### src/rtl/rtp_pkg.sv
// Shared constants for the 2D rotate-and-translate block.
// Used by rtp_trig, rtp_front and the top level; no dependencies.
package rtp_pkg;

  // Angle register: 16-bit fraction of a full turn, top two bits are the quadrant
  localparam int ANGLE_W  = 16;
  localparam int QUAD_LSB = 14;
  localparam int RES_W    = 14;

  // Residue at exactly one eighth of a turn, and a full quarter turn
  localparam logic [RES_W:0] RES_EIGHTH  = 15'd8192;
  localparam logic [RES_W:0] RES_QUARTER = 15'd16384;

  // Series evaluation runs in unsigned Q30
  localparam int          Q30_W    = 30;
  localparam logic [30:0] Q30_ONE  = 31'h4000_0000;
  // pi/32768 scaled by 2^45: x = t * PI_SCALE >> 15 gives the angle in Q30
  localparam logic [31:0] PI_SCALE = 32'd3373259426;

  // Taylor divisors: sine terms first, then cosine terms
  localparam int          N_DIV      = 9;
  localparam int          DIV_IDX_W  = 4;
  localparam int          DIVISOR_W  = 7;
  localparam logic [DIVISOR_W-1:0] SERIES_DIV [N_DIV] = '{
    7'd72, 7'd42, 7'd20, 7'd6, 7'd90, 7'd56, 7'd30, 7'd12, 7'd2
  };
  localparam logic [DIV_IDX_W-1:0] SINE_LAST = 4'd3;
  localparam logic [DIV_IDX_W-1:0] COS_FIRST = 4'd4;
  localparam logic [DIV_IDX_W-1:0] COS_LAST  = 4'd8;

  // Reciprocals of the divisors: n / d == (n * RECIP) >> SHIFT exactly for n < 2^30
  localparam int RECIP_W = 32;
  localparam int SHIFT_W = 6;
  localparam logic [RECIP_W-1:0] SERIES_RECIP [N_DIV] = '{
    32'd1908874354, 32'd1636178018, 32'd1717986919, 32'd1431655766,
    32'd1527099484, 32'd1227133514, 32'd1145324613, 32'd1431655766,
    32'd1073741824
  };
  localparam logic [SHIFT_W-1:0] SERIES_SHIFT [N_DIV] = '{
    6'd37, 6'd36, 6'd35, 6'd33, 6'd37, 6'd36, 6'd35, 6'd34, 6'd31
  };

  // Point queue between the front and back parts
  localparam int QUEUE_DEPTH = 4;
  localparam int QPTR_W      = 2;
  localparam int QCNT_W      = 3;

  // Configuration register indexes
  localparam int REG_IDX_W = 2;
  localparam logic [REG_IDX_W-1:0] REG_ANGLE    = 2'd0;
  localparam logic [REG_IDX_W-1:0] REG_OFFSET_X = 2'd1;
  localparam logic [REG_IDX_W-1:0] REG_OFFSET_Y = 2'd2;

endpackage

### src/rtl/rtp_trig.sv
// Sine/cosine sequencer: evaluates the Taylor series once per angle write
// on one shared multiplier, dividing by reciprocal multiplication. Uses rtp_pkg.
module rtp_trig #(
  parameter int TRIG_WIDTH = 16
) (
  input  logic                              clk,
  input  logic                              rst,
  input  logic                              start,
  input  logic [rtp_pkg::ANGLE_W-1:0]       angle,
  output logic                              busy,
  output logic signed [TRIG_WIDTH-1:0]      sine,
  output logic signed [TRIG_WIDTH:0]        cosine
);
  import rtp_pkg::*;

  localparam int F   = TRIG_WIDTH - 1;
  localparam int TCW = TRIG_WIDTH + 1;
  localparam logic [31:0] RND_HALF = 32'(1) << (29 - F);
  localparam logic signed [TCW-1:0] COS_ONE = TCW'(1) << F;
  localparam logic signed [TCW-1:0] SIN_MAX = COS_ONE - TCW'(1);

  typedef enum logic [6:0] {
    ST_IDLE = 7'b0000001,
    ST_X    = 7'b0000010,
    ST_X2   = 7'b0000100,
    ST_M    = 7'b0001000,
    ST_DIV  = 7'b0010000,
    ST_S    = 7'b0100000,
    ST_FIN  = 7'b1000000
  } state_t;

  typedef enum logic [1:0] {
    QUAD_0 = 2'd0,
    QUAD_1 = 2'd1,
    QUAD_2 = 2'd2,
    QUAD_3 = 2'd3
  } quad_t;

  state_t                 state;
  quad_t                  quad;
  logic                   big_r;
  logic [RES_W-1:0]       t;
  logic [Q30_W-1:0]       x;
  logic [Q30_W-1:0]       x2;
  logic [Q30_W-1:0]       s_acc;
  logic [30:0]            h;
  logic [Q30_W-1:0]       dvd;
  logic [DIV_IDX_W-1:0]   didx;

  logic [31:0]            mul_a;
  logic [31:0]            mul_b;
  logic [63:0]            mul_p;
  logic [Q30_W-1:0]       quot_next;
  logic [RES_W:0]         res;
  logic [RES_W:0]         res_mirror;
  logic [31:0]            rnd_s;
  logic [31:0]            rnd_c;
  logic [F:0]             s_round;
  logic [F:0]             c_round;
  logic signed [TCW-1:0]  sp;
  logic signed [TCW-1:0]  cp;
  logic signed [TCW-1:0]  a_val;
  logic signed [TCW-1:0]  b_val;

  assign busy = (state != ST_IDLE);

  // Pick multiplier operands for the current step
  always_comb begin
    case (state)
      ST_X: begin
        mul_a = 32'(t);
        mul_b = PI_SCALE;
      end
      ST_X2: begin
        mul_a = 32'(x);
        mul_b = 32'(x);
      end
      ST_M: begin
        mul_a = 32'(x2);
        mul_b = 32'(h);
      end
      ST_DIV: begin
        mul_a = 32'(dvd);
        mul_b = SERIES_RECIP[didx];
      end
      ST_S: begin
        mul_a = 32'(x);
        mul_b = 32'(h);
      end
      default: begin
        mul_a = '0;
        mul_b = '0;
      end
    endcase
    mul_p = 64'(mul_a) * 64'(mul_b);
  end

  // Quotient by the current divisor from the reciprocal product
  assign quot_next = Q30_W'(mul_p >> SERIES_SHIFT[didx]);

  // Fold the angle into the first eighth of a turn
  assign res        = {1'b0, angle[RES_W-1:0]};
  assign res_mirror = RES_QUARTER - res;

  // Round both series to F fraction bits, then map onto the quadrant
  always_comb begin
    rnd_s   = 32'(s_acc) + RND_HALF;
    rnd_c   = 32'(h) + RND_HALF;
    s_round = rnd_s[30:30-F];
    c_round = rnd_c[30:30-F];
    sp      = big_r ? $signed({1'b0, c_round}) : $signed({1'b0, s_round});
    cp      = big_r ? $signed({1'b0, s_round}) : $signed({1'b0, c_round});
    case (quad)
      QUAD_0: begin
        a_val = sp;
        b_val = cp;
      end
      QUAD_1: begin
        a_val = cp;
        b_val = -sp;
      end
      QUAD_2: begin
        a_val = -sp;
        b_val = -cp;
      end
      default: begin
        a_val = -cp;
        b_val = sp;
      end
    endcase
    // Sine of a quarter turn does not fit; clamp it
    if (a_val > SIN_MAX) begin
      a_val = SIN_MAX;
    end
  end

  // Sequencer; a new angle restarts it from any state
  always_ff @(posedge clk) begin
    if (rst) begin
      state  <= ST_IDLE;
      sine   <= '0;
      cosine <= COS_ONE;
    end else if (start) begin
      state <= ST_X;
      quad  <= quad_t'(angle[ANGLE_W-1:QUAD_LSB]);
      big_r <= (res > RES_EIGHTH);
      t     <= (res > RES_EIGHTH) ? res_mirror[RES_W-1:0] : res[RES_W-1:0];
      h     <= Q30_ONE;
      didx  <= '0;
    end else begin
      case (state)
        ST_X: begin
          x     <= mul_p[44:15];
          state <= ST_X2;
        end
        ST_X2: begin
          x2    <= mul_p[59:30];
          state <= ST_M;
        end
        ST_M: begin
          dvd   <= mul_p[59:30];
          state <= ST_DIV;
        end
        ST_DIV: begin
          h <= Q30_ONE - {1'b0, quot_next};
          if (didx == SINE_LAST) begin
            state <= ST_S;
          end else if (didx == COS_LAST) begin
            state <= ST_FIN;
          end else begin
            didx  <= didx + DIV_IDX_W'(1);
            state <= ST_M;
          end
        end
        ST_S: begin
          s_acc <= mul_p[59:30];
          h     <= Q30_ONE;
          didx  <= COS_FIRST;
          state <= ST_M;
        end
        ST_FIN: begin
          sine   <= a_val[TRIG_WIDTH-1:0];
          cosine <= b_val;
          state  <= ST_IDLE;
        end
        default: begin
          state <= ST_IDLE;
        end
      endcase
    end
  end

  a_start_busy: assert property (@(posedge clk) disable iff (rst)
    start |=> busy) else $error("trig unit did not start");
  a_cos_range: assert property (@(posedge clk) disable iff (rst)
    !busy |-> (cosine <= COS_ONE && cosine >= -COS_ONE))
    else $error("cached cosine out of range");
  a_div_index: assert property (@(posedge clk) disable iff (rst)
    (state == ST_DIV) |-> (didx <= COS_LAST)) else $error("divisor index overrun");

endmodule

### config.mk
export PLATFORM = sky130hd
export DESIGN_NAME = rtp_trig
export DESIGN_NICKNAME = d
export VERILOG_FILES = /design/src/rtl/rtp_pkg.sv /design/src/rtl/rtp_trig.sv
export SDC_FILE = /design/constraint.sdc
export NUM_CORES = 2
export LEC_CHECK = 0
export ABC_AREA = 1
export CAP_MARGIN = 20
export CORE_MARGIN = 1
export CORE_UTILIZATION = 59
export DETAILED_ROUTE_END_ITERATION = 10
export DONT_BUFFER_PORTS = 1
export PLACE_DENSITY_LB_ADDON = 0.08
export SKIP_LAST_GASP = 1
export SLEW_MARGIN = 20
export SYNTH_ARGS = -nofsm -noshare
export SYNTH_HDL_FRONTEND = slang
export SYNTH_SLANG_ARGS = --single-unit
### constraint.sdc
create_clock -name clk -period 26.1 [get_ports clk]
set_clock_uncertainty 0.2 [all_clocks]
set_input_delay 7.83 -clock clk [delete_from_list [all_inputs] [get_ports clk]]
set_output_delay 7.83 -clock clk [all_outputs]
set_load 0.05 [all_outputs]
; Yosys cells after proc, flatten, opt, wreduce, memory -nomap -nowiden
; Memories as Yosys holds them, arrays and structs flattened.
; Index checks and enable logic that the tools add are counted.
[totals]
reg_bits = 212
rom_bits = 608
inputBits = 19
out_inout_bits = 34
elab_cells = 76
n_memories = 2
[mem_list]
columns = memory, words, word_bits, read_ports, rd_clocked_by_memory_dff, wr, line_no
row1 = (name not given), 16, 32, 1, 0, 0, rtp_trig.sv:84  ; mul_b = SERIES_RECIP[didx];
row2 = (name not given), 16, 6, 1, 0, 0, rtp_trig.sv:99  ; assign quot_next = Q30_W'(mul_p >> SERIES_SHIFT[didx]);
[classes]
n_addsub = 7
n_mul = 1
order_cmp = 3
n_eq_ne = 13
shifts = 1
mux = 20
bitwise = 3
n_reduce_logical = 13
[ops]
columns = cell, n
row1 = one-hot mux 32 bit (4 select lines), 1
row2 = one-hot mux 30 bit (4 select lines), 1
row3 = one-hot mux 17 bit (3 select lines), 2
row4 = multiplier 32 x 32 -> 64 bit, 1
row5 = 2-to-1 mux 32 bit, 2
row6 = right shift 64 x 6 -> 30 bit, 1
row7 = one-hot mux 31 bit (2 select lines), 1
row8 = 2-to-1 mux 16 bit, 3
row9 = negation 16 -> 17 bit, 2
row10 = "adder 30 x 15 -> 31 bit, second input constant", 1
row11 = "adder 31 x 15 -> 31 bit, second input constant", 1
row12 = "subtractor 31 x 30 -> 31 bit, first input constant", 1
row13 = one-hot mux 7 bit (4 select lines), 1
row14 = "greater-than comparator 17 x 16 -> 1 bit, second input constant", 1
row15 = "greater-than comparator 14 bit, second input constant", 1
row16 = 2-to-1 mux 14 bit, 1
row17 = 2-to-1 mux 7 bit, 2
row18 = "subtractor 1 x 14 -> 14 bit, first input constant", 1
row19 = 2-to-1 mux 6 bit, 2
row20 = AND reduction 3 bit, 4
row21 = 2-to-1 mux 4 bit, 2
row22 = one-hot mux 4 bit (2 select lines), 1
row23 = "== test 7 x 2 -> 1 bit, second input constant", 1
row24 = "== test 7 x 3 -> 1 bit, second input constant", 1
row25 = other kinds (20), 26

; Depth between registers and ports, before layout
[logic_depth]
ltp_word = 9
depth_mapped = 55
mapped_depth_nobuf = 53

; Worst setup path after synthesis
; OpenSTA, ideal clock, no wires.
[synth_timing]
path_kind = input -> register
start = input port start
end = register didx[0], enable pin
setup_ns = 0.347
arrival_ns = 9.929
t_required_ns = 25.553
path_slack_ns = 15.624
stages = 4
path_cell_list = nor2_1 > a21oi_1 > inv_1 > a31oi_1
[synth_via]
elab_chain_cells = 2
[synth_rtl]
columns = element, line_no
row1 = from (decl), rtp_trig.sv:8  ; input logic start,
row2 = != test 3 bit (no line) / nonzero test 3 bit (equally long branches), n/a
row3 = AND reduction 4 bit (no line) (*), n/a
row4 = to (signal assigned), rtp_trig.sv:171  ; didx <= didx + DIV_IDX_W'(1);
row5 = to (decl), rtp_trig.sv:48  ; logic [DIV_IDX_W-1:0] didx;
; Every way passes the cells marked *; elsewhere a longest branch is shown, timed or not.
; A chain may end at the register's enable or synchronous reset.

; Worst setup path after layout
[layout_timing]
start = register state[4]
end = register h[17] (data pin)
[layout_via]
elab_chain_cells = 7
[layout_rtl]
columns = element, line_no
row1 = from (decl), rtp_trig.sv:39  ; state_t state;
row2 = from (signal assigned), rtp_trig.sv:140  ; state <= ST_IDLE;
row3 = from (signal assigned), rtp_trig.sv:144  ; state <= ST_X;
row4 = from (signal assigned), rtp_trig.sv:154  ; state <= ST_X2;
row5 = "== test 7 x 6 -> 1 bit, or another cell as far along", rtp_trig.sv:69  ; case (state)
row6 = OR reduction 2 bit (no line), n/a
row7 = one-hot mux 30 bit (4 select lines) / one-hot mux 32 bit (4 select lines) (equally long branches), rtp_trig.sv:69
row8 = multiplier 32 x 32 -> 64 bit (*), rtp_trig.sv:95  ; mul_p = 64'(mul_a) * 64'(mul_b);
row9 = via mul_p[48], rtp_trig.sv:52  ; logic [63:0] mul_p;
row10 = right shift 64 x 6 -> 30 bit (*), rtp_trig.sv:99
row11 = subtractor 31 x 30 -> 31 bit (*), rtp_trig.sv:165  ; h <= Q30_ONE - {1'b0, quot_next};
row12 = one-hot mux 31 bit (2 select lines) (*), rtp_trig.sv:151  ; case (state)
row13 = to (signal assigned), rtp_trig.sv:165
row14 = to (decl), rtp_trig.sv:46  ; logic [30:0] h;
; Mark *: on every way through the listed nets, which the timed path passes. The rest lies on a longest branch.

==> metrics.md <==
| Metric | Value |
|---|---|
| Cells after Synth | 6189 |
| CTS tree | yes |
| H-tree Lvls | 4 |
| Launching point of the worst reg2reg path | state[4]$_SDFF_PP0_ |
| Reg2reg end | h[17]$_SDFFCE_PP0P_ |
| Initial DRC Count | 4354 |
| Slew @ Worst Pin | 1115 ps |
| R2R cell count | between 40 and 50 |
| CP endpoint kind | flip-flop |
| Cells on Worst Hold Path | 3 |
| Commonest non-fill, non-tap cells in the layout | 1494 x inv_1, 1458 x nand2_1, 838 x fa_1 |
| Average size of a mapped cell | around 7.5 um^2 |
| Die width | 282.3 um |
| Synth area leaders | fa_1 36%, inv_1 12%, nand2_1 12% |
| Post_cts resized | 0 |
| Synthesis-stage register bit count | 198 |
| Final net count | about 7200 |
| Max_cap viols | 0 |
| Worst-skew pair later-pin latency | 450 ps |
| Via density | 5.667 |
| CP dominant cell by count | nand2_1 |
| Worst-path maximum fanout | 31 |
| Flop pwr share | 0.439 |
| Sw Ratio | 0.3380 |
| Crit share post-route | 0.4691 |
| Psw | 0.0002715 W |
| CP top delay family | adder cells |
| Power density over cell area | 16.64 nW/um^2 |
| Vias | 40570 |
| Die area | 79720 um^2 |
| Worst hold start | state[2]$_SDFF_PP0_ |
| CP Buf/Inv Count | 14 |
| Syn-to-layout area delta | 4.118% |
| Layout cells sized above 1 | 0.05641 |
| Drt wl/cell | between 20 and 25 um |
| Static leakage | 25.85 nW |
| Clock tree buffer depth | 2 |
| Top cell type by total area after synthesis | fa_1 |
| Cts hold-fix bufs | 0 |
| # DRC | 0 |
| RSZ-0062 raised after global routing | false |
| Synth warn | 0 |
| Internal power | between 0.0005 and 0.0006 W |
| Hold Path Class | flip-flop to flip-flop |
| Die H | between 200 and 300 um |
| HPWL Detailed | 136.9 mm |
| Cell area after synthesis | 46370 um^2 |
| Run status | finished, final reports clean |
| Synth cell types | 58 |
| PortBufs | 0 |
| Fin crit period | 12240 ps |
| Headroom to the max-slew limit | 0.2567 |
| Reg clk slew, reported paths | about 80 ps |
| Worst Hold Path EP | state[4]$_SDFF_PP0_ |
| Yosys top cell area share | 0.3618 |
| Drt pass-1 iters | 6 |
| Post-synth ARST share | 0 |
| Post-CTS setup buffers | 0 |
| Total congestion overflow | 0 |
| CP startpoint kind | flip-flop |
| Reg2reg setup slack | about 14000 ps |
| Clock Sinks | 198 |
| Routed WL | 165.6 mm |
| Clock power frac | 0.329 |
| Fmax | 0.08168 GHz |
| Routability cong. | 1.055 |
| Worst Path Required | 26160 ps |
| Max Slew Vio Count | 0 |
| Final WS setup | ~14000 ps |
| Vias in the first global route | between 30000 and 40000 |
| Global-route wire length before repair | approximately 250 mm |
| Antenna Nets Post-Route | 0 |
| Gr usage total | 0.4243 |
| Site row count | 102 |
| Final Hold Fails | 0 |
| Setup_tns | 0 ps |
| Most frequently used flop master after synthesis | edfxtp_1 |
| Initial antenna violation count | 3 |
| CP max-delay cell | a21oi_2 |
| Worst vdd ir | between 0.04 and 0.05 mV |
| Root Buffer Master | clkbuf_16 |
| Cts bufs inserted | 17 |
| Critical Path Max Stage Delay | roughly 900 ps |
| Post-synth EDFFs | 158 |
| Largest net degree at the start of global routing | 45 |
| Commonest non-fill, non-tap cell in the layout | inv_1 |
| Worst EP arrival | 12300 ps |
| Core area | 77590 um^2 |
| CP Class | flip-flop to flip-flop |
| Register area share after synthesis | 0.1196 |
| # IOs | 53 |
| Final setup vio count | 0 |
| Initial Util | 0.5976 |
| Logic pwr share | 0.232 |
| Pre-CTS setup slack | 14100 ps |
[power groups by stage]
stage	Sequential (W)	Clock (W)	Combinational [W]
6_report	0.000353	0.000264	0.000187
5_1_grt	0.000353	0.000275	0.000201
4_1_cts	0.000352	0.000265	0.000182
3_5_place_dp	0.000359	0	0.000181
3_3_place_gp	0.000359	0	0.000180
2_1_floorplan	0.000356	0	0.000123
[synth_stat cells, types with 55 or more instances]
library cell,n
inv_2,55
nor2_1,701
o21ai_0,85
nand3_1,304
a21oi_1,117
fa_1,838
ha_1,274
clkbuf_1,176
edfxtp_1,158
nand2_1,1458
inv_1,1494
xor2_1,59
[per-stage QoR]
step	hold WS (ps)	area, um^2	power (W)	utilization	std cells
floorplan	335.5	46430	0.0004785	-	6204
global placement	416.0	47700	0.0005397	0.6147	7124
detailed placement	397.3	47700	0.0005400	0.6147	7124
CTS	429.0	48270	0.0007988	0.6221	7156
global route	488.9	48270	0.0008293	0.6221	7156
finish	438.1	48280	0.0008032	0.6222	7159
[worst register-to-register path, delay by kind of cell, from the launching register on]
| family | cells | cell delay [ps] |
|---|---|---|
| AOI/OAI and AO/OA | 2 | 1150 |
| buffers and inverters | 14 | 2080 |
| and+or+nand+nor | 22 | 3870 |
| adders and majority gates | 9 | 4350 |
| DFF | 1 | 390 |
[logic make-up (layout without fill, tap and decap cells)]
group	count (synthesis)	in the layout	share of synthesized area
DFF	198	198	0.1196
and+or+nand+nor	2707	2707	0.2458
xor gates and xnor gates	66	66	0.01247
AOI/OAI and AO/OA	324	324	0.04163
other	2	20	0.0001620
adders and majority gates	1112	1112	0.4357
buffers and inverters	1780	1692	0.1446
[registers in the layout (all words and copies together) (netlist names)]
register,flops
didx,4
quad,2
s_acc,16
x2,30
sine,16
big_r,1
t,14
x,30
h,31
dvd,30
state,7
cosine,17
[routing by layer]
layer / vias up / wire [um] / global-route usage
met5: - / 65 / 0.004884
met4: 4 / 11800 / 0.2481
met3: 475 / 18820 / 0.09011
met2: 2384 / 72070 / 0.6439
met1: 19700 / 62820 / 0.5620
li1: 18010 / - / -
[layout make-up]
class / instances / area [um^2]
antenna: 3 / 7.507
clock buffer: 18 / 429.2
clock inverter: 14 / 145.1
fill: 7165 / 29310
inverter: 1573 / 5904
multi-input combinational: 4226 / 34290
sequential: 198 / 5545
tap: 1040 / 1301
timing repair buffer: 87 / 653.1
[worst max-delay path by stage]
| stage | start | to | slack [ps] | cells after the start |
|---|---|---|---|---|
| 2_1_floorplan | start | didx[0]$_SDFFCE_PP0P_ | 15620 | 4 |
| 3_3_place_gp | state[4]$_SDFF_PP0_ | h[17]$_SDFFCE_PP0P_ | 14070 | 45 |
| 3_5_place_dp | state[4]$_SDFF_PP0_ | h[17]$_SDFFCE_PP0P_ | 14100 | 47 |
| 4_1_cts | state[4]$_SDFF_PP0_ | h[17]$_SDFFCE_PP0P_ | 14050 | 47 |
| 5_1_grt | state[4]$_SDFF_PP0_ | h[17]$_SDFFCE_PP0P_ | 13290 | 47 |
| 6_report | state[4]$_SDFF_PP0_ | h[17]$_SDFFCE_PP0P_ | 13860 | 47 |
Power figures use the tool's default switching activity.
