[src/rtl/rtp_pkg.sv]
// Shared constants for the 2D rotate-and-translate block.
// Used by rtp_trig, rtp_front and the top level; no dependencies.
package rtp_pkg;

  // Angle register: 16-bit fraction of a full turn, top two bits are the quadrant
  localparam int ANGLE_W  = 16;
  localparam int QUAD_LSB = 14;
  localparam int RES_W    = 14;

  // Residue at exactly one eighth of a turn, and a full quarter turn
  localparam logic [RES_W:0] RES_EIGHTH  = 15'd8192;
  localparam logic [RES_W:0] RES_QUARTER = 15'd16384;

  // Series evaluation runs in unsigned Q30
  localparam int          Q30_W    = 30;
  localparam logic [30:0] Q30_ONE  = 31'h4000_0000;
  // pi/32768 scaled by 2^45: x = t * PI_SCALE >> 15 gives the angle in Q30
  localparam logic [31:0] PI_SCALE = 32'd3373259426;

  // Taylor divisors: sine terms first, then cosine terms
  localparam int          N_DIV      = 9;
  localparam int          DIV_IDX_W  = 4;
  localparam int          DIVISOR_W  = 7;
  localparam logic [DIVISOR_W-1:0] SERIES_DIV [N_DIV] = '{
    7'd72, 7'd42, 7'd20, 7'd6, 7'd90, 7'd56, 7'd30, 7'd12, 7'd2
  };
  localparam logic [DIV_IDX_W-1:0] SINE_LAST = 4'd3;
  localparam logic [DIV_IDX_W-1:0] COS_FIRST = 4'd4;
  localparam logic [DIV_IDX_W-1:0] COS_LAST  = 4'd8;

  // Reciprocals of the divisors: n / d == (n * RECIP) >> SHIFT exactly for n < 2^30
  localparam int RECIP_W = 32;
  localparam int SHIFT_W = 6;
  localparam logic [RECIP_W-1:0] SERIES_RECIP [N_DIV] = '{
    32'd1908874354, 32'd1636178018, 32'd1717986919, 32'd1431655766,
    32'd1527099484, 32'd1227133514, 32'd1145324613, 32'd1431655766,
    32'd1073741824
  };
  localparam logic [SHIFT_W-1:0] SERIES_SHIFT [N_DIV] = '{
    6'd37, 6'd36, 6'd35, 6'd33, 6'd37, 6'd36, 6'd35, 6'd34, 6'd31
  };

  // Point queue between the front and back parts
  localparam int QUEUE_DEPTH = 4;
  localparam int QPTR_W      = 2;
  localparam int QCNT_W      = 3;

  // Configuration register indexes
  localparam int REG_IDX_W = 2;
  localparam logic [REG_IDX_W-1:0] REG_ANGLE    = 2'd0;
  localparam logic [REG_IDX_W-1:0] REG_OFFSET_X = 2'd1;
  localparam logic [REG_IDX_W-1:0] REG_OFFSET_Y = 2'd2;

endpackage

[src/rtl/rtp_front.sv]
// Front part: accepts points and queues them for the datapath; holds off
// new points while the trig unit updates. Uses rtp_pkg.
module rtp_front #(
  parameter int COORD_WIDTH = 32
) (
  input  logic                   clk,
  input  logic                   rst,
  input  logic                   hold,
  input  logic                   s_tvalid,
  output logic                   s_tready,
  input  logic [COORD_WIDTH-1:0] in_x,
  input  logic [COORD_WIDTH-1:0] in_y,
  output logic                   q_valid,
  input  logic                   q_pop,
  output logic [COORD_WIDTH-1:0] q_x,
  output logic [COORD_WIDTH-1:0] q_y
);
  import rtp_pkg::*;

  logic [COORD_WIDTH-1:0] qx [QUEUE_DEPTH];
  logic [COORD_WIDTH-1:0] qy [QUEUE_DEPTH];
  logic [QPTR_W-1:0]      wptr;
  logic [QPTR_W-1:0]      rptr;
  logic [QCNT_W-1:0]      count;
  logic                   push;

  assign s_tready = !hold && (count != QCNT_W'(QUEUE_DEPTH));
  assign push     = s_tvalid && s_tready;
  assign q_valid  = (count != '0);
  assign q_x      = qx[rptr];
  assign q_y      = qy[rptr];

  // Advance pointers and fill count
  always_ff @(posedge clk) begin
    if (rst) begin
      wptr  <= '0;
      rptr  <= '0;
      count <= '0;
    end else begin
      if (push) begin
        wptr <= wptr + QPTR_W'(1);
      end
      if (q_pop) begin
        rptr <= rptr + QPTR_W'(1);
      end
      case ({push, q_pop})
        2'b10:   count <= count + QCNT_W'(1);
        2'b01:   count <= count - QCNT_W'(1);
        default: count <= count;
      endcase
    end
  end

  // Store the accepted item
  always_ff @(posedge clk) begin
    if (push) begin
      qx[wptr] <= in_x;
      qy[wptr] <= in_y;
    end
  end

  a_count_bound: assert property (@(posedge clk) disable iff (rst)
    count <= QCNT_W'(QUEUE_DEPTH)) else $error("queue overfilled");
  a_hold_blocks: assert property (@(posedge clk) disable iff (rst)
    hold |-> !s_tready) else $error("item taken during trig update");
  a_pop_valid: assert property (@(posedge clk) disable iff (rst)
    q_pop |-> q_valid) else $error("pop from empty queue");

endmodule

[config.mk]
export PLATFORM = sky130hd
export DESIGN_NAME = rtp_front
export DESIGN_NICKNAME = d
export VERILOG_FILES = /design/src/rtl/rtp_pkg.sv /design/src/rtl/rtp_front.sv
export SDC_FILE = /design/constraint.sdc
export NUM_CORES = 1
export LEC_CHECK = 0
export BUFFER_PORTS_ARGS = -buffer_cell sky130_fd_sc_hd__buf_2
export CORE_MARGIN = 3
export CORE_UTILIZATION = 50
export DETAILED_ROUTE_END_ITERATION = 10
export GPL_ROUTABILITY_DRIVEN = 1
export GPL_TIMING_DRIVEN = 0
export PLACE_DENSITY = 0.79
export SLEW_MARGIN = 20
export SYNTH_ARGS = -nofsm -noshare
export SYNTH_HDL_FRONTEND = slang
export SYNTH_SLANG_ARGS = --single-unit
[constraint.sdc]
create_clock -name clk -period 5.9 [get_ports clk]
set_clock_uncertainty 0.15 [all_clocks]
set_input_delay 0.59 -clock clk [delete_from_list [all_inputs] [get_ports clk]]
set_output_delay 0.59 -clock clk [all_outputs]
set_load 0.02 [all_outputs]
# Yosys cells after proc, flatten, opt, wreduce, memory -nomap -nowiden
# Memory sizes are Yosys's and may differ from the RTL's. A register that Yosys moved wholly into a read port is not among the register bits.
# Cells that the tools add are included.
dict set report word_totals {
  ff_bits 7
  mem_bits_rw 256
  n_memories 2
  out_inout_bits 66
}
# name words word_bits rd rd_ports_with_merged_regs write_ports line_no
set memory_table {}
lappend memory_table {qx 4 32 1 1 1 rtp_front.sv:20} ;# logic [COORD_WIDTH-1:0] qx [QUEUE_DEPTH];
lappend memory_table {qy 4 32 1 1 1 rtp_front.sv:21} ;# logic [COORD_WIDTH-1:0] qy [QUEUE_DEPTH];
dict set report classes {
  reduce_logical 5
  n_eq_ne 3
  muxes 7
  n_addsub 4
}
# op count
set ops {}
lappend ops {{$mux W2} 4}
lappend ops {{$pmux W3 S2} 1}
lappend ops {{$add A2 B1 Y2 const B} 2}
lappend ops {{$add A3 B1 Y3 const B} 1}
lappend ops {{$ne A3 B3 Y1 const B} 1}
lappend ops {{$reduce_bool A3 Y1} 1}
lappend ops {{$sub A3 B1 Y3 const B} 1}
lappend ops {{$eq A2 B1 Y1 const B} 1}
lappend ops {{$eq A2 B2 Y1 const B} 1}
lappend ops {{$logic_and A1 B1 Y1} 2}
lappend ops {{$mux W1} 2}
lappend ops {{$reduce_bool A2 Y1} 1}
lappend ops {{$logic_not A1 Y1} 1}

# Longest topological paths before layout
# Gate-level depths: netlist of run 1.
dict set report logic_depth {
  word_depth 5
  mapped_depth 8
}

# Worst setup path before layout of run 1
# No wires, ideal clock.
dict set report synth_timing {
  kind {input to register}
  startpoint {input port hold}
  endpoint {memory qx[0][0] (enable)}
  t_arrival_ns 2.498
  path_buffers 0
  t_required_ns 5.321
  setup_slack_ns 2.823
  path_stages 3
  cell_sequence {nand2b_1 -> a21oi_2 -> and2_1}
}
dict set report synth_between {
  elab_chain_len 5
}
# item line_no
set synth_rtl {}
lappend synth_rtl {{start, declared} rtp_front.sv:8} ;# input logic hold,
lappend synth_rtl {{$logic_not A1 Y1} rtp_front.sv:27} ;# assign s_tready = !hold && (count != QCNT_W'(QUEUE_DEPTH));
lappend synth_rtl {{$logic_and A1 B1 Y1} rtp_front.sv:27}
lappend synth_rtl {{$logic_and A1 B1 Y1} rtp_front.sv:28} ;# assign push = s_tvalid && s_tready;
lappend synth_rtl {{$mux W1} rtp_front.sv:56} ;# if (push) begin
lappend synth_rtl {{$mux W1 (implied by the code)} rtp_front.sv:57} ;# qx[wptr] <= in_x;
lappend synth_rtl {{end, declared} rtp_front.sv:20}
# No other way between the ends.

==> results by group, run 1 <==
Outcome
  • Status: completed

Logic synthesis
  • Post-synth top flop: edfxtp_1
  • Syn Inst Count: 382
  • Synth area leader: edfxtp_1
  • Syn Nets: 457
  • Yosys reg bits: roughly 270
  • Synth area leaders: edfxtp_1 (79%), mux4_2 (14%), dfxtp_1 (1.8%)
  • Post-synthesis cell type count: 24
  • Synth warnings: 0
  • Post-synth EDFFs: 256
  • Seq/Total Area, Yosys: 80.5%
  • List of most frequent post-synthesis cells: edfxtp_1 (256), mux4_2 (60), dfxtp_1 (9), nor2_1 (8)
  • Netlist Area Pre-Place: slightly below 10000 um^2
  • Yosys top cell area share: 78.7%
  • Async set or reset register ratio after synthesis: 0%
  • Synth Area per Inst: ~26 um^2
  • Most frequent cell after synthesis: edfxtp_1

Power
  • Power, Total: about 4.1 mW
  • P_leak: 3.94 nW
  • Logic gate share of total power: 10.5%
  • Clock power share: 37.4%
  • Psw: 0.894 mW
  • Worst vdd ir: 0.251 mV
  • Cell-internal power: approximately 3.2 mW
  • Part of the power in registers: 52.1%
  • PD cells: between 300 and 400 nW/um^2
  • Switching Share: 21.7%

CTS
  • TritonCTS clock tree: yes
  • Clock Latency Late Sink: about 0.51 ns
  • Post-CTS setup buffer count: 0
  • CTS Buf Count: 26
  • # H-tree levels: 1
  • CTS sink count: approximately 270
  • CTS hold repair buffers: 0
  • Deepest clock path buffer count: 3
  • Clock slew at reported path FFs: 0.06 ns
  • Resized cells post-CTS: 0
  • Root Driver: clkbuf_16

Placement
  • GP Congestion: 0.723
  • Place WS: about 3.2 ns
  • Post-DP HPWL: a little over 10000 um
  • I/O Buffers: 133

Drt
  • 1st-iter DRT viols: 227
  • DRC: 0
  • Via count: 4413
  • Routed length per placed instance: 20.6 um
  • Vias per cell: 5.34
  • TritonRoute pass-1 iters: 4
  • Drt total wl: 17100 um
  • Antenna-violating nets left: 0

Global route
  • Overall global routing resource usage: approximately 16%
  • Grt ovf: 0
  • Pin count of the biggest net entering global routing: 38
  • Initial antenna violation count: 1
  • First-pass GRT wire length: 26900 um
  • Vias in the first global route: 4816

Die
  • Starting Density: 51.5%
  • Core area: 19000 um^2
  • DIE HEIGHT: 146 um
  • Full die area: 21200 um^2
  • Num rows: 50
  • Die Span X: approximately 150 um
  • I/O pin cnt: 135

Worst setup path
  • Buffers & Inverters on Critical Path: 3
  • Instance count on the critical path: 4
  • CP max stage cell: mux4_2
  • CP endpoint kind: output port
  • R2R depth: 8
  • CP required: 5.16 ns
  • Crit-path leading delay family: buffers and inverters
  • Slowest stage delay, CP: between 0.5 and 0.6 ns
  • Crit start category: flip-flop
  • Setup CP Type: flip-flop to output port
  • Crit path DAT: 1.98 ns
  • CP Cell Sequence: buf_6 -> buf_12 -> mux4_2 -> buf_2
  • Crit-path max FO: 10

Timing
  • Max_slew headroom: roughly 59%
  • Final setup TNS: 0 ns
  • Final min period: about 2.7 ns
  • Hold Violations, Final: 0
  • Crit share post-route: ~46%
  • RSZ-0062 raised after global routing: no
  • Fmax: 368 MHz
  • Max Slew Vio Count: 0
  • Endpoints failing setup: 0
  • Worst-margin pin slew: 0.620 ns
  • Final worst slack: 3.18 ns

Cells and area
  • Layout area overhead: 19.4%
  • # diodes: 0
  • Final nets: between 600 and 700
  • Layout cells sized above 1: 44.3%

Run
  • Maxcap violations: 0

Hold path
  • Hold Crit Class: input pin to flip-flop
  • Hold depth: 1
-- metal layers --
metal  routed length [um]  track usage (%)  up-vias
li1                     -                -     1968
met1                 7140             21.4     2297
met2                 8710             27.4      117
met3                  910             4.14       29
met4                  299             3.28        2
met5                   11                0        -
-- kinds of logic after synthesis --
logic type	count (synthesis)	synth area share [%]
buf+inv	18	1.86
flops	265	80.5
simple gates	18	0.922
fa+ha+maj	6	0.845
xor+xnor	4	0.359
mux	67	15.2
compound gates	4	0.243
-- cell type report --
type	count	area [um^2]
clock buffer	40	744
fill	1308	7290
inverter	3	11.3
tap	260	325
timing repair buffer	137	753
buffer	15	170
sequential	265	7870
clock inverter	8	61.3
multi-input combinational	99	1730
-- power by group through the flow --
stage          clock, mW  sequential [mW]  combinational [mW]
2_1_floorplan          0             2.18               0.287
3_3_place_gp           0             2.18               0.421
3_5_place_dp           0             2.18               0.438
4_1_cts             1.58             2.14               0.440
5_1_grt             1.66             2.15               0.463
6_report            1.54             2.14               0.431
-- path summary, 6_finish.rpt --
path / start / to / slack (ns)
setup / recovery: flip-flop / q_x[10] / 3.18
hold / removal: in_y[3] / qy[0][3]$_DFFE_PP_ / 0.14
setup reg to reg: count[0]$_SDFFE_PP0P_ / count[2]$_SDFFE_PP0P_ / 3.46
hold reg to reg: rptr[0]$_SDFFE_PP0P_ / rptr[0]$_SDFFE_PP0P_ / 0.39
-- per-stage QoR --
stage / cells / instance area (um^2) / hold WS (ns) / utilization, %
after CTS: 827 / 11700 / 0.117 / 61.5
final: 827 / 11700 / 0.145 / 61.5
after global routing: 827 / 11700 / 0.121 / 61.5
after detailed placement: 779 / 10900 / 0.379 / 57.3
after global placement: 775 / 10800 / 0.341 / 56.8
after floorplan: 382 / 9770 / 0.332 / -
-- placed cells by master (no fill, tap or decap), drive strengths merged --
cell type / count
edfxtp: 256
buf: 150
mux4: 64
clkbuf: 42
dfxtp: 9
nor2: 8
clkinv: 7
ha: 5
and2: 4
inv: 3
nand2b: 3
a21oi: 3
or3: 2
xor2: 2
xnor2: 2
mux2i: 2
mux2: 1
nand2: 1
o21ai: 1
fa: 1
bufinv: 1
-- sequential cells by signal, indices dropped and copies added, names as in the netlist, named ones only --
register  flops
count         3
qy          128
rptr          2
wptr          2
qx          128
(Power assumes the default switching activity.)
==> run 2: changes to the inputs <==
Settings changed: ABC_AREA set to 1, PLACE_DENSITY 0.79 to 0.82.
Clock period 5.9 ns to 2.4 ns, I/O delays scaled along.
==> run 2 against run 1 <==
Core utilization up 4.4 points. First-iteration DRC count increased by 76%. Via count rose by 45%. Global-route usage is 3.7 points higher. Routed wire length up 28%. Count of clock-buffer cells in the layout shrank 2. Critical path depth rose by 3. Worst hold slack better by 0.14 ns. Final area is 10% higher. Area after synthesis grew 2.0%. Largest power group unchanged.
==> results by group, run 2 <==
Outcome
  • Status: completed

Worst setup path
  • Worst reg-to-reg setup slack: 0.15 ns (-3.31 ns)
  • CP endpoint kind: output port
  • R2R depth: 9 (+1)
  • Crit path DAT: 1.93 ns (-0.05 ns)
  • Reg-to-reg startpoint: count[0]$_SDFFE_PP0P_
  • Crit start category: flip-flop
  • CP required: 2.01 ns (-3.15 ns)
  • Setup CP Type: flip-flop to output port
  • Crit-path max FO: 10 (unchanged)
  • R2r endpoint: count[2]$_SDFFE_PP0P_

Logic synthesis
  • Synth area leaders: edfxtp_1 (77%), nor2_1 (5.3%), o22ai_1 (4.0%)
  • Seq/Total Area, Yosys: 78.9% (-1.6 points)
  • Post-synthesis mux area share: 0% (-15 points)
  • Synth area leader: edfxtp_1
  • XOR/XNOR Fraction of Synth Area: 0.0879% (-0.27 points)
  • Largest family of logic cells by synthesized area: compound AO/OA/AOI/OAI gates
  • Synth Area per Inst: 14.6 um^2 (-43%)
  • Post-synth top flop: edfxtp_1
  • Yosys top cell area share: 77.1% (-1.6 points)
  • Syn Nets: 757 (+66%)
  • Synth warnings: 0 (unchanged)
  • Netlist Area Pre-Place: 9970 um^2 (+2.0%)
  • Post-synth EDFFs: 256 (unchanged)
  • List of most frequent post-synthesis cells: edfxtp_1 (256), nor2_1 (141), o21ai_0 (75), o22ai_1 (64), o21ai_1 (56)
  • Post-synthesis cell type count: 21 (-13%)
  • Yosys reg bits: 265 (unchanged)
  • Async set or reset register ratio after synthesis: 0% (unchanged)
  • Synth Area in Compound Gates: 10.8% (+11 points)
  • Syn Inst Count: 682 (+79%)
  • Most frequent cell after synthesis: edfxtp_1
  • Adder-cell share of the synthesized area: 0.829% (-0.017 points)
  • Simple-gate share of the synthesized area: 5.88% (+5.0 points)

Placement
  • GP Congestion: 0.724 (+0.11%)
  • Post-DP HPWL: 13300 um (+29%)
  • Post-place instance area: 11300 um^2 (+3.8%)
  • I/O Buffers: 134 (+0.75%)

Global route
  • Pin count of the biggest net entering global routing: 25 (-34%)
  • First-pass GRT wire length: 33900 um (+26%)
  • Vias in the first global route: 6521 (+35%)
  • Initial antenna violation count: 0 (-1)
  • Grt ovf: 0 (unchanged)
  • Overall global routing resource usage: 19.8% (+3.7 points)

Power
  • Cell-internal power: 7.90 mW (+150%)
  • Psw: 2.37 mW (+170%)
  • P_leak: 4.62 nW (+17%)
  • Switching Share: 23.1% (+1.4 points)
  • Worst vdd ir: 0.599 mV (+140%)
  • Part of the power in registers: 51.3% (-0.8 points)
  • PD cells: 798 nW/um^2 (+130%)
  • Logic gate share of total power: 12.0% (+1.5 points)
  • Clock power share: 36.7% (-0.7 points)

Cells and area
  • Design area: 12900 um^2 (+10%)
  • Layout cells sized above 1: 24.9% (-19 points)
  • Area of the multi-input gates: 1840 um^2 (+6.3%)
  • # diodes: 0 (unchanged)
  • Commonest non-fill, non-tap cell in the layout: edfxtp_1
  • Most frequent cells in the layout: edfxtp_1 (256), nor2_1 (137), buf_2 (135), o21ai_0 (75), dlygate4sd3_1 (69)
  • Fillers: 1362 (+4.1%)
  • Final nets: 1002 (+61%)
  • Layout area overhead: 29.2%
  • Largest registers: qx (128), qy (128), count (3)
  • Sequential Area: 7870 um^2 (unchanged)

CTS
  • Clock slew at reported path FFs: 0.06 ns (about the same)
  • CTS Buf Count: 26 (unchanged)
  • Deepest clock path buffer count: 3 (unchanged)
  • Root Driver: clkbuf_16
  • # H-tree levels: 1 (unchanged)
  • CTS sink count: 265 (unchanged)
  • Clock Latency Late Sink: 0.51 ns (about the same)
  • TritonCTS clock tree: yes

Drt
  • TritonRoute pass-1 iters: 4 (unchanged)
  • Routed length per placed instance: 18.0 um (-13%)
  • Vias per cell: 5.29 (-0.86%)
  • Drt total wl: 21800 um (+28%)
  • 1st-iter DRT viols: 399 (+76%)
  • Via count: 6412 (+45%)
  • Antenna-violating nets left: 0 (unchanged)
  • DRC: 0 (unchanged)

Hold path
  • Hold Crit Class: input pin to flip-flop
  • WHS Endpoint: count[0]$_SDFFE_PP0P_
  • Hold path startpoint: rst
  • Hold depth: 3 (+2)

Timing
  • Hold Violations, Final: 0 (unchanged)
  • RSZ-0062 raised after global routing: no
  • Final setup TNS: 0 ns (unchanged)
  • WHS: 0.281 ns (+0.137 ns)
  • Worst-margin pin slew: 0.591 ns (-0.0290 ns)
  • Fmax: 430 MHz
  • Crit share post-route: 96.9%
  • Max_slew headroom: 60.6% (+1.9 points)
  • Max Slew Vio Count: 0 (unchanged)
  • Final min period: roughly 2.3 ns
  • Endpoints failing setup: 0 (unchanged)

Die
  • Starting Density: 51.0% (-0.49 points)
  • Die Span X: 147 um (+0.97%)
  • DIE HEIGHT: 147 um (+0.97%)
  • I/O pin cnt: 135 (unchanged)
  • Num rows: 51 (+2.0%)
  • Full die area: 21700 um^2 (+1.9%)
  • Core area: 19500 um^2 (+3.0%)

Run
  • Maxcap violations: 0 (unchanged)
run 2: changes by cell type in the layout (fill, tap and decap cells not counted), sizes merged, moves of 8 or more:
cell         previous run  this run
buf                   150       174
clkbuf                 42        52
dlygate4sd3             0        69
inv                     3        16
mux4                   64         0
nand2                   1         9
nor2                    8       142
o21ai                   1       131
o22ai                   0        64
run 2: logic make-up after synthesis:
family | Yosys count
simple gates | 154
flops | 265
buf+inv | 57
xor+xnor | 1
compound gates | 199
fa+ha+maj | 6
run 2: how the worst max path moves through the flow:
stage	from	endpoint	slack (ns)	cells after the start
6_report	flip-flop	q_x[18]	0.08	7
3_5_place_dp	count[0]$_SDFFE_PP0P_	qy[1][12]$_DFFE_PP_	-0.07	5
4_1_cts	flip-flop	q_y[15]	0.001	6
5_1_grt	flip-flop	q_x[7]	0.002	7
3_3_place_gp	count[0]$_SDFFE_PP0P_	qy[3][4]$_DFFE_PP_	-1.98	4
2_1_floorplan	count[0]$_SDFFE_PP0P_	qx[0][0]$_DFFE_PP_	-0.66	4
run 2: stage by stage:
step	instances	worst slack (ns)	total power, mW	utilization [%]
3_3_place_gp	1081	-1.98	6.41	56.2
3_5_place_dp	1092	-0.0665	6.48	57.7
2_1_floorplan	682	-0.658	6.01	-
4_1_cts	1211	0.00118	10.3	65.5
5_1_grt	1212	0.00200	10.7	65.9
6_report	1212	0.0754	10.3	65.9
run 2: metal layers:
layer / vias up / GRT usage [%] / share of wire [%]
li1: 3052 / - / -
met3: 46 / 3.42 / 6.3
met2: 199 / 34.1 / 50
met4: 0 / 6.71 / 2.5
met1: 3115 / 25.7 / 41
met5: - / 0 / 0
run 2: timing repair:
item / in CTS / in global routing
cloned: 0 / 1
hold endpoints to repair: 265 / 0
gates resized for setup: 11 / 27
pin swaps: 0 / 1
buffers inserted: 2 / 0
hold buffers: 69 / 0
endpoints found under the setup margin: 96 / 56
run 2: critical path: stages (launching register included):
cell and delay [ns]:
dfxtp_1 0.34, buf_6 0.17, inv_4 0.06, buf_6 0.18
buf_6 0.17, nor2_1 0.06, o22ai_1 0.22, buf_2 0.22
run 2: final cells by class:
| type | instances | area share (%) |
|---|---|---|
| timing repair buffer | 216 | 12.9 |
| sequential | 265 | 61.1 |
| multi-input combinational | 361 | 14.3 |
| clock buffer | 38 | 5.65 |
| clock inverter | 10 | 0.603 |
| inverter | 16 | 0.496 |
| buffer | 41 | 2.35 |
| tap | 265 | 2.58 |
run 2: power groups by stage:
stage          sequential [mW]  clock [mW]  combinational (mW)
2_1_floorplan             5.36           0               0.647
3_3_place_gp              5.37           0                1.04
3_5_place_dp              5.36           0                1.11
4_1_cts                   5.27        3.87                1.21
5_1_grt                   5.27        4.05                1.34
6_report                  5.27        3.77                1.23
==> run 3: changes to the inputs <==
Settings changed: PLACE_DENSITY 0.82 to 0.79.
Clock period 2.4 ns to 2.3 ns, I/O delays scaled along.
==> run 3 against run 2 <==
Count of clock-buffer cells in the layout fell by 5. Sequential power rose by 4.4%. Core utilization rose by 1.0 points. Largest power group unchanged.
==> results by group, run 3 (synthesized netlist as in run 2, its figures left out) <==
Outcome
  • Status: completed

Global route
  • Grt ovf: 0 (unchanged)
  • Pin count of the biggest net entering global routing: 25 (unchanged)
  • Overall global routing resource usage: 20.7% (+0.92 points)
  • Vias in the first global route: 6769 (+3.8%)
  • First-pass GRT wire length: 35300 um (+4.2%)
  • Initial antenna violation count: 0 (unchanged)

Worst setup path
  • Reg-to-reg startpoint: count[1]$_SDFFE_PP0P_
  • Setup CP Type: flip-flop to output port
  • Crit start category: flip-flop
  • R2r endpoint: count[1]$_SDFFE_PP0P_
  • Crit path DAT: 1.86 ns (-0.07 ns)
  • Worst reg-to-reg setup slack: 0.14 ns (about the same)
  • CP endpoint kind: output port
  • R2R depth: 7 (-2)
  • Crit-path max FO: 10 (unchanged)
  • CP required: 1.92 ns (-0.09 ns)

Hold path
  • Hold path startpoint: rst
  • Hold depth: 3 (unchanged)
  • Hold Crit Class: input pin to flip-flop
  • WHS Endpoint: count[0]$_SDFFE_PP0P_

Drt
  • 1st-iter DRT viols: 394 (-1.3%)
  • Via count: 6467 (+0.86%)
  • Drt total wl: 23100 um (+6.4%)
  • Vias per cell: 5.34 (+0.94%)
  • Routed length per placed instance: 19.1 um (+6.4%)
  • TritonRoute pass-1 iters: 5 (+1)
  • Antenna-violating nets left: 0 (unchanged)
  • DRC: 0 (unchanged)

Timing
  • Worst-margin pin slew: 0.505 ns (-0.0860 ns)
  • Final min period: between 2 and 2.5 ns
  • Max_slew headroom: 66.3% (+5.7 points)
  • Endpoints failing setup: 0 (unchanged)
  • Final setup TNS: 0 ns (unchanged)
  • Max Slew Vio Count: 0 (unchanged)
  • Hold Violations, Final: 0 (unchanged)
  • Crit share post-route: between 90% and 100%
  • Fmax: 446 MHz
  • Final worst slack: 0.0570 ns (-0.0185 ns)

Die
  • Num rows: 51 (unchanged)
  • DIE HEIGHT: 147 um (unchanged)
  • Core area: 19500 um^2 (unchanged)
  • Starting Density: 51.0% (unchanged)
  • Full die area: 21700 um^2 (unchanged)
  • Die Span X: 147 um (unchanged)
  • I/O pin cnt: 135 (unchanged)

Power
  • PD cells: 841 nW/um^2 (+5.4%)
  • P_leak: 4.69 nW (+1.6%)
  • Worst vdd ir: 0.787 mV (+31%)

Placement
  • I/O Buffers: 134 (unchanged)
  • Post-DP HPWL: 13500 um (+1.2%)
  • GP Congestion: 0.743 (+2.7%)
  • Placed insts: 1093 (+0.092%)
  • Place WS: 0.113 ns (+0.180 ns)

CTS
  • CTS sink count: 265 (unchanged)
  • Clock slew at reported path FFs: 0.06 ns (about the same)
  • CTS Buf Count: 26 (unchanged)
  • Deepest clock path buffer count: 3 (unchanged)
  • TritonCTS clock tree: yes
  • # H-tree levels: 1 (unchanged)
  • Root Driver: clkbuf_16
  • Clock Latency Late Sink: 0.52 ns (about the same)

Cells and area
  • Most frequent cells in the layout: edfxtp_1 (256), nor2_1 (136), buf_2 (118), o21ai_0 (75), dlygate4sd3_1 (69)
  • # diodes: 0 (unchanged)
  • Largest registers: qx (128), qy (128), count (3)
  • Commonest non-fill, non-tap cell in the layout: edfxtp_1
  • Final nets: 1003 (+0.10%)
  • Layout cells sized above 1: 26.3% (+1.4 points)
  • Layout Cells excl Fill: 1211 (-0.083%)
  • Layout area overhead: 31.2%
  • Final core utilization: 66.9% (+1.0 points)

Run
  • Maxcap violations: 0 (unchanged)
run 3: cell types whose count changed in the layout (fill, tap and decap cells not counted), sizes merged:
| cell | delta |
|---|---|
| buf | -1 |
| bufinv | +2 |
| clkbuf | -2 |
| clkinv | +1 |
| clkinvlp | +1 |
| inv | -1 |
| nor2 | -1 |
run 3: cell type report:
class	count	area, um^2
flip-flops and latches	265	7870
clock inverters	13	138
plain buffers	41	347
clock buffers	33	698
multi-input cells	360	1890
well taps	265	332
inverters	16	63.8
repair buffers	218	1740
fillers	1348	6450
run 3: worst max-delay path by stage:
stage                         endpoint  slack [ns]  cells after the start
floorplan           qx[0][0]$_DFFE_PP_       0.003                      4
global placement    qy[0][8]$_DFFE_PP_       -0.78                      4
detailed placement  qy[0][5]$_DFFE_PP_        0.11                      6
CTS                             q_y[2]      0.0004                      7
global route                    q_y[1]       -0.02                      7
finish                         q_y[10]        0.06                      6
run 3: what timing repair did:
item,in CTS,in global routing
endpoints found under the setup margin,60,76
hold endpoints to repair,265,0
gates cloned,0,1
hold buffers,69,0
resized for setup,26,55
pin swaps,0,5
buffers inserted,0,2
run 3: power by group:
group          internal [mW]  switching [mW]
Combinational          0.532           0.834
Clock                   2.47            1.66
Sequential              5.45          0.0473
Total                   8.45            2.54
run 3: critical path: stages (launching register included):
cell and delay (ns):
dfxtp_2 0.37, buf_6 0.16, buf_6 0.15, buf_4 0.20, nor2_1 0.07, o22ai_1 0.20
buf_4 0.19
run 3: layer usage:
layer | wire [um] | up-vias | GRT usage (%) | part of all wire [%]
met5 | 0 | - | 0 | 0
met4 | 363 | 0 | 4.80 | 1.6
met3 | 1340 | 35 | 3.42 | 5.8
met2 | 12000 | 193 | 37.6 | 52
met1 | 9430 | 3182 | 26.3 | 41
li1 | - | 3057 | - | -
run 3: through the flow:
step / instance area (um^2) / total power [mW] / hold slack (ns)
after floorplan: 10000 / 6.28 / 0.152
after global placement: 11000 / 6.70 / 0.252
after detailed placement: 11300 / 6.77 / 0.255
after CTS: 12900 / 11.0 / 0.246
after global routing: 13100 / 11.4 / 0.276
final: 13100 / 11.0 / 0.259
